## src/hw/rtl/riq_pkg.sv

```systemverilog
// riq_pkg: shared constants, codes and types of the rank insert queue.
// No dependencies; imported by every module of the block.
`default_nettype none

package riq_pkg;

   localparam int DEPTH_DEF   = 16;
   localparam int REF_W       = 16;
   localparam int RANK_W      = 8;
   localparam int COUNT_W     = 5;
   localparam int OCC_W       = 5;
   localparam int STATUS_W    = 2;
   localparam int OP_W        = 2;
   localparam int MAX_RESULTS = 16;

   localparam logic [OP_W-1:0] OP_APPEND = 2'd0;
   localparam logic [OP_W-1:0] OP_INSERT = 2'd1;
   localparam logic [OP_W-1:0] OP_DRAIN  = 2'd2;

   localparam logic [STATUS_W-1:0] ST_OK      = 2'd0;
   localparam logic [STATUS_W-1:0] ST_FULL    = 2'd1;
   localparam logic [STATUS_W-1:0] ST_EMPTY   = 2'd2;
   localparam logic [STATUS_W-1:0] ST_DRAINED = 2'd3;

   typedef struct packed {
      logic [REF_W-1:0]  name_ref;
      logic [REF_W-1:0]  address_ref;
      logic [REF_W-1:0]  funds_ref;
      logic [RANK_W-1:0] rank;
   } rec_type;

   typedef struct packed {
      logic insert;
      logic drain;
   } chain_cmd_type;

endpackage

`default_nettype wire

```

## src/hw/rtl/riq_cell.sv

```systemverilog
// riq_cell: one slot of the record chain; holds, shifts toward the tail,
// shifts toward the head or loads a new record. Depends on riq_pkg.
`default_nettype none

module riq_cell #(
   parameter int INDEX = 0,
   parameter int IW    = 4
) (
   input  wire logic                   clock,
   input  wire riq_pkg::chain_cmd_type cmd,
   input  wire logic [IW-1:0]          pos,
   input  wire riq_pkg::rec_type       new_rec,
   input  wire riq_pkg::rec_type       left_rec,
   input  wire riq_pkg::rec_type       right_rec,
   output riq_pkg::rec_type            rec
);
   import riq_pkg::*;

   rec_type rec_ff;
   rec_type rec_in;

   always_comb begin
      rec_in = rec_ff;
      if (cmd.drain) begin
         rec_in = right_rec;
      end else if (cmd.insert) begin
         if (pos == IW'(INDEX)) begin
            rec_in = new_rec;
         end else if (pos < IW'(INDEX)) begin
            rec_in = left_rec;
         end
      end
   end

   always_ff @(posedge clock) begin
      rec_ff <= rec_in;
   end

   assign rec = rec_ff;

endmodule

`default_nettype wire

```

## src/hw/rtl/rank_insert_queue.sv

```systemverilog
// rank_insert_queue: ordered record queue built as a chain of riq_cell slots,
// with insert by rank and multi-word drain. Depends on riq_pkg, riq_cell.
//
//   channel | dir | words              | handshake
//   req_    | in  | one operation      | req_valid / req_stall
//   rsp_    | out | one result per row | rsp_valid / rsp_stall
//
// Append and insert shift the chain in the cycle they are taken, unless full.
// A drain enters the drain state, then yields one word per cycle unless stalled.
// req_stall is high while a drain runs or the result register is held.
// Synchronous active-high reset empties the queue; slot contents are not cleared.
`default_nettype none

module rank_insert_queue #(
   parameter int DEPTH = riq_pkg::DEPTH_DEF
) (
   input  wire logic                          clock,
   input  wire logic                          reset,
   input  wire logic                          req_valid,
   output logic                               req_stall,
   input  wire logic [riq_pkg::OP_W-1:0]      req_operation,
   input  wire logic [riq_pkg::REF_W-1:0]     req_name_ref,
   input  wire logic [riq_pkg::REF_W-1:0]     req_address_ref,
   input  wire logic [riq_pkg::REF_W-1:0]     req_funds_ref,
   input  wire logic [riq_pkg::RANK_W-1:0]    req_rank,
   input  wire logic [riq_pkg::COUNT_W-1:0]   req_count,
   output logic                               rsp_valid,
   input  wire logic                          rsp_stall,
   output logic [riq_pkg::STATUS_W-1:0]       rsp_status,
   output logic [riq_pkg::REF_W-1:0]          rsp_out_name_ref,
   output logic [riq_pkg::REF_W-1:0]          rsp_out_address_ref,
   output logic [riq_pkg::REF_W-1:0]          rsp_out_funds_ref,
   output logic [riq_pkg::RANK_W-1:0]         rsp_out_rank,
   output logic [riq_pkg::OCC_W-1:0]          rsp_occupancy,
   output logic                               rsp_last_of_run
);
   import riq_pkg::*;

   localparam int HW = $clog2(DEPTH + 1);
   localparam int IW = $clog2(DEPTH);
   localparam int CW = (HW > OCC_W) ? HW : OCC_W;
   localparam int PW = (HW > RANK_W) ? HW : RANK_W;

   localparam logic STATE_IDLE  = 1'b0;
   localparam logic STATE_DRAIN = 1'b1;

   logic                state_ff, state_in;
   logic [HW-1:0]       held_ff, held_in;
   logic [COUNT_W-1:0]  drain_left_ff, drain_left_in;

   logic                rsp_valid_ff, rsp_valid_in;
   logic                rsp_load;
   logic [STATUS_W-1:0] rsp_status_ff, rsp_status_in;
   rec_type             rsp_rec_ff, rsp_rec_in;
   logic [HW-1:0]       rsp_held_ff, rsp_held_in;
   logic                rsp_last_ff, rsp_last_in;

   chain_cmd_type       cmd;
   rec_type             new_rec;
   rec_type             cell_rec [DEPTH];

   logic                out_free, take, drain_step, full, empty;
   logic [PW-1:0]       held_p, rank_p, pos_p;
   logic [IW-1:0]       pos;
   logic [COUNT_W-1:0]  cnt_cap, run_len;
   logic [CW-1:0]       held_c, occ_wide;

   assign new_rec.name_ref    = req_name_ref;
   assign new_rec.address_ref = req_address_ref;
   assign new_rec.funds_ref   = req_funds_ref;
   assign new_rec.rank        = req_rank;

   assign out_free   = !rsp_valid_ff || !rsp_stall;
   assign req_stall  = (state_ff != STATE_IDLE) || !out_free;
   assign take       = req_valid && !req_stall;
   assign drain_step = (state_ff == STATE_DRAIN) && out_free;
   assign full       = (held_ff == HW'(DEPTH));
   assign empty      = (held_ff == '0);

   // slot index of the new record
   assign held_p = PW'(held_ff);
   assign rank_p = PW'(req_rank);
   always_comb begin
      if (req_operation == OP_APPEND || empty) begin
         pos_p = held_p;
      end else if (rank_p <= PW'(1)) begin
         pos_p = '0;
      end else if (rank_p > held_p) begin
         pos_p = held_p;
      end else begin
         pos_p = rank_p - PW'(1);
      end
   end
   assign pos = pos_p[IW-1:0];

   assign cnt_cap = (req_count > COUNT_W'(MAX_RESULTS)) ? COUNT_W'(MAX_RESULTS) : req_count;
   assign held_c  = CW'(held_ff);
   assign run_len = (held_c < CW'(cnt_cap)) ? held_c[COUNT_W-1:0] : cnt_cap;

   always_comb begin
      state_in      = state_ff;
      held_in       = held_ff;
      drain_left_in = drain_left_ff;
      cmd           = '0;
      rsp_valid_in  = rsp_valid_ff && rsp_stall;
      rsp_load      = 1'b0;
      rsp_status_in = ST_OK;
      rsp_rec_in    = '0;
      rsp_held_in   = held_ff;
      rsp_last_in   = 1'b1;

      if (take) begin
         case (req_operation)
            OP_APPEND, OP_INSERT: begin
               rsp_load = 1'b1;
               if (full) begin
                  rsp_status_in = ST_FULL;
               end else begin
                  cmd.insert    = 1'b1;
                  held_in       = held_ff + HW'(1);
                  rsp_held_in   = held_ff + HW'(1);
                  rsp_status_in = ST_OK;
               end
            end
            OP_DRAIN: begin
               if (empty) begin
                  rsp_load      = 1'b1;
                  rsp_status_in = ST_EMPTY;
               end else if (run_len != '0) begin
                  state_in      = STATE_DRAIN;
                  drain_left_in = run_len;
               end
            end
            default: begin
            end
         endcase
      end

      if (drain_step) begin
         cmd.drain     = 1'b1;
         held_in       = held_ff - HW'(1);
         rsp_load      = 1'b1;
         rsp_status_in = ST_DRAINED;
         rsp_rec_in    = cell_rec[0];
         rsp_held_in   = held_ff - HW'(1);
         rsp_last_in   = (drain_left_ff == COUNT_W'(1));
         drain_left_in = drain_left_ff - COUNT_W'(1);
         if (drain_left_ff == COUNT_W'(1)) begin
            state_in = STATE_IDLE;
         end
      end

      if (rsp_load) begin
         rsp_valid_in = 1'b1;
      end
   end

   always_ff @(posedge clock) begin
      if (reset) begin
         state_ff      <= STATE_IDLE;
         held_ff       <= '0;
         drain_left_ff <= '0;
         rsp_valid_ff  <= 1'b0;
      end else begin
         state_ff      <= state_in;
         held_ff       <= held_in;
         drain_left_ff <= drain_left_in;
         rsp_valid_ff  <= rsp_valid_in;
      end
   end

   always_ff @(posedge clock) begin
      if (rsp_load) begin
         rsp_status_ff <= rsp_status_in;
         rsp_rec_ff    <= rsp_rec_in;
         rsp_held_ff   <= rsp_held_in;
         rsp_last_ff   <= rsp_last_in;
      end
   end

   // record chain, head at slot 0
   for (genvar i = 0; i < DEPTH; i++) begin : g_cell
      rec_type left_rec, right_rec;
      if (i == 0) begin : g_head
         assign left_rec = new_rec;
      end else begin : g_body
         assign left_rec = cell_rec[i-1];
      end
      if (i == DEPTH - 1) begin : g_tail
         assign right_rec = new_rec;
      end else begin : g_inner
         assign right_rec = cell_rec[i+1];
      end
      riq_cell #(
         .INDEX (i),
         .IW    (IW)
      ) u_cell (
         .clock     (clock),
         .cmd       (cmd),
         .pos       (pos),
         .new_rec   (new_rec),
         .left_rec  (left_rec),
         .right_rec (right_rec),
         .rec       (cell_rec[i])
      );
   end

   assign occ_wide            = CW'(rsp_held_ff);
   assign rsp_valid           = rsp_valid_ff;
   assign rsp_status          = rsp_status_ff;
   assign rsp_out_name_ref    = rsp_rec_ff.name_ref;
   assign rsp_out_address_ref = rsp_rec_ff.address_ref;
   assign rsp_out_funds_ref   = rsp_rec_ff.funds_ref;
   assign rsp_out_rank        = rsp_rec_ff.rank;
   assign rsp_occupancy       = occ_wide[OCC_W-1:0];
   assign rsp_last_of_run     = rsp_last_ff;

endmodule

`default_nettype wire

```

## config.mk

```make
export PLATFORM = sky130hd
export DESIGN_NAME = rank_insert_queue
export DESIGN_NICKNAME = d
export VERILOG_FILES = /design/src/hw/rtl/riq_pkg.sv /design/src/hw/rtl/riq_cell.sv /design/src/hw/rtl/rank_insert_queue.sv
export SDC_FILE = /design/constraint.sdc
export NUM_CORES = 2
export LEC_CHECK = 0
export BUFFER_PORTS_ARGS = -buffer_cell sky130_fd_sc_hd__buf_4
export CAP_MARGIN = 20
export CORE_ASPECT_RATIO = 2
export CORE_MARGIN = 2
export CORE_UTILIZATION = 55
export CTS_BUF_LIST = sky130_fd_sc_hd__clkbuf_8
export DETAILED_ROUTE_END_ITERATION = 10
export PLACE_DENSITY_LB_ADDON = 0.2
export SLEW_MARGIN = 10
export SYNTH_ARGS = -nofsm -noshare
export SYNTH_HDL_FRONTEND = slang
export SYNTH_SLANG_ARGS = --single-unit
```

## constraint.sdc

```tcl
create_clock -name clock -period 11.82 [get_ports clock]
set_input_delay 1.182 -clock clock [delete_from_list [all_inputs] [get_ports clock]]
set_output_delay 1.182 -clock clock [all_outputs]
set_load 0.01 [all_outputs]
```

==> results by group <==
Cells and area
  – Share of cells above drive strength 1: 0.105
  – Area delta synth->final: 7.48%
  – Final Net Count: 4,324
  – Utilization after layout: 0.597

Timing
  – Fin crit period: 5.79 ns
  – Count of final max-slew check failures: 0
  – Final hold vios: 0
  – Peak Freq: 173 MHz
  – Final period util: 0.490
  – Worst Skew: 0.0368 ns
  – RSZ-0062 raised after global routing: false
  – Slew headroom: 0.199
  – Final TNS setup: 0 ns
  – Measured slew at the worst slew-check pin: 1.20 ns
  – Final setup vio count: 0

Detailed routing
  – DRT antenna net count: 0
  – Drt wl/cell: 28.9 um
  – Drt via density: 7.23
  – Starting DRT DRC Count: 5,263
  – Via count: 40,000
  – Metal3 WL: 15,200 um
  – Routed wl met2: 78,000 um
  – Residual DRC: 0
  – Met1 WL: 55,600 um
  – Final WL: 160,000 um
  – First drt pass iteration count: 6
  – Highest Signal Layer: met5

Setup path
  – Stages on worst setup path: 11
  – Critical path startpoint: held_c[3]
  – CP Capture Point: g_cell[4].u_cell.rec[21]
  – CP top delay family: buffers and inverters
  – Crit end category: register
  – Arrival time worst endpoint: 6.48 ns
  – R2R cell count: 11
  – Max incr delay on CP: 0.87 ns
  – CP Class: reg -> reg
  – Highest-delay cell along the critical path: buf_4
  – Crit-path cells: inv_1, ha_1, a211oi_1, a21oi_1, nor2_4, mux2i_4, buf_4, buf_4, and2_2, buf_4, a221o_1
  – CP Max Fanout: 68
  – R2r endpoint: g_cell[4].u_cell.rec[21]
  – CP Data Required Time: 12.51 ns
  – CP bufs+invs: 4
  – Crit-path most repeated cell: buf_4
  – Startpoint Class: register
  – FF-to-FF setup slack: 6.03 ns
  – Crit Reg-Reg Startpoint: held_c[3]

GRT
  – First-pass GRT wire length: 240,000 um
  – Remaining Overflow, GRT: 0
  – GRT Overall Usage: 0.336
  – Vias in the first global route: 39,400
  – Largest net degree at the start of global routing: 191
  – Antenna violations before repair: 4

Logic synthesis
  – Synth Register Bits: 972
  – Synth unique cells: 60
  – Average size of a mapped cell: 11.1 sq um
  – Share of the synthesized area in the top cell type: 0.581
  – Synth cell count leaders: 960 x edfxtp_1, 782 x nand2_1, 693 x a221o_1, 632 x a21oi_1, 398 x clkbuf_1
  – Synth warn: 0
  – Part of the Yosys area used for sequential elements: 0.586
  – Synthesized area: 49,600 sq um
  – Mapped Cells: 4,460
  – Number of flops mapped to enable cells by yosys: 960
  – Area leader, netlist: edfxtp_1
  – Most frequent cell after synthesis: edfxtp_1
  – Asr flop ratio synth: 0
  – Top FF cell, synth: edfxtp_1
  – Syn Nets: 4,542
  – Synth top area cells: edfxtp_1 58%, a221o_1 14%, a21oi_1 6.4%, nand2_1 5.9%, clkbuf_1 3.0%

Floorplanning
  – Initial Utilization: 0.556
  – Floorplan row count: 155
  – Core Area: 89,200 sq um
  – Ports: 133
  – Die X-Extent: 216 um
  – Die area: 92,700 sq um
  – Die height: 429 um

Pwr
  – LEAKAGE: 20.4 nW
  – PD cells: 153 nW/um^2
  – Worst vdd ir: 105 uV

Clocking
  – CTS root buffer: clkbuf_8
  – Sink Count: 972
  – CTS Buf Count: 142
  – Clock Tree Buf Depth: 3
  – Gates resized, CTS repair: 0
  – Clk_lat worst skew: 0.83 ns
  – Htree depth: 4
  – Post-CTS Setup Inserts: 0
  – CTS tree: yes
  – Clock Pin Slew Worst Setup and Hold Paths: 0.07 ns
  – CTS Hold Bufs: 0

Placed design
  – IO buf count: 132
  – DPL Wire Length: 81,700 um
  – RD Place Congestion: 0.863

Hold path
  – Worst Hold Class: reg -> reg

Outcome
  – Status: complete, no violations

Job
  – Max-Cap Viols: 0
kinds of logic after synthesis:
logic type / after synthesis / share of synthesized area
AOI/OAI and AO/OA: 1572 / 0.239
and+or+nand+nor: 1250 / 0.107
DFF: 972 / 0.586
buffers and inverters: 584 / 0.0496
muxes: 64 / 0.0144
adders and majority gates: 15 / 0.00378
xor gates and xnor gates: 3 / 0.000530
layout by cell type (no fill, tap or decap), drive strengths merged, types with 4 or more instances in the layout:
master / Yosys / final
a211oi: 6 / 6
a21o: 59 / 59
a21oi: 632 / 632
a221o: 693 / 693
a31oi: 41 / 41
and2: 59 / 59
and3: 59 / 59
buf: 173 / 209
bufinv: 0 / 4
clkbuf: 398 / 146
clkinv: 0 / 45
clkinvlp: 0 / 5
dfxtp: 12 / 12
edfxtp: 960 / 960
ha: 15 / 15
inv: 13 / 63
mux2: 59 / 59
mux2i: 5 / 5
nand2: 782 / 782
nand3: 121 / 121
nor2: 185 / 185
nor2b: 8 / 8
nor3: 8 / 8
o211ai: 61 / 61
o21ai: 61 / 61
or2: 5 / 5
or3: 4 / 4
sequential cells by signal, indices dropped and copies added (netlist names):
signal and count:
rsp_out_name_ref 16, g_cell.u_cell.rec 896, rsp_out_funds_ref 16, held_c 5
drain_left_ff 5, rsp_out_address_ref 16, rsp_out_rank 8, rsp_status 2
rsp_last_of_run 1, state_ff 1, rsp_occupancy 5, rsp_valid 1
per-layer routing:
metal	GRT usage	up-vias
met3	0.0529	600
met2	0.556	2749
met4	0.214	4
li1	-	16900
met5	0	-
met1	0.410	19700
worst register-to-register path, cell delays in order (launching register included):
cell      delay [ns]
dfxtp_1         0.57
inv_1           0.21
ha_1            0.36
a211oi_1        0.44
a21oi_1         0.38
nor2_4          0.50
mux2i_4         0.30
buf_4           0.61
buf_4           0.92
and2_2          0.34
buf_4           0.72
a221o_1         0.32
power by group:
part / internal (mW) / leakage [nW] / switching, mW
clock: 1.24 / 1.47 / 1.41
sequential: 4.19 / 9.10 / 0.151
combinational: 0.390 / 9.81 / 0.797
worst min-delay path by stage:
stage | start | end | slack, ns | depth (start not counted)
2_1_floorplan | drain_left_ff[3] | drain_left_ff[3] | 0.45 | 1
3_3_place_gp | drain_left_ff[3] | drain_left_ff[3] | 0.48 | 1
3_5_place_dp | drain_left_ff[3] | drain_left_ff[3] | 0.48 | 1
4_1_cts | drain_left_ff[3] | drain_left_ff[3] | 0.49 | 1
5_1_grt | drain_left_ff[3] | drain_left_ff[3] | 0.52 | 1
6_report | drain_left_ff[3] | drain_left_ff[3] | 0.49 | 1
cell type report:
cell class	count	area (sq um)
multi-input combinational	2904	18400
fill	7515	35900
sequential	972	29100
antenna	1	2.50
clock buffer	146	2010
inverter	13	48.8
tap	1177	1470
timing repair buffer	209	1730
clock inverter	104	566
metrics by stage:
stage	area (sq um)	power [mW]	hold slack [ns]	worst slack [ns]	instances
final	53300	8.17	0.488	6.03	5526
after global placement	50700	5.53	0.477	5.69	5273
after global routing	53300	8.41	0.516	5.86	5526
after CTS	53300	8.16	0.491	6.26	5524
after floorplan	49600	5.15	0.449	3.87	4460
after detailed placement	50700	5.56	0.482	5.63	5274
Power figures use the tool's default switching activity.
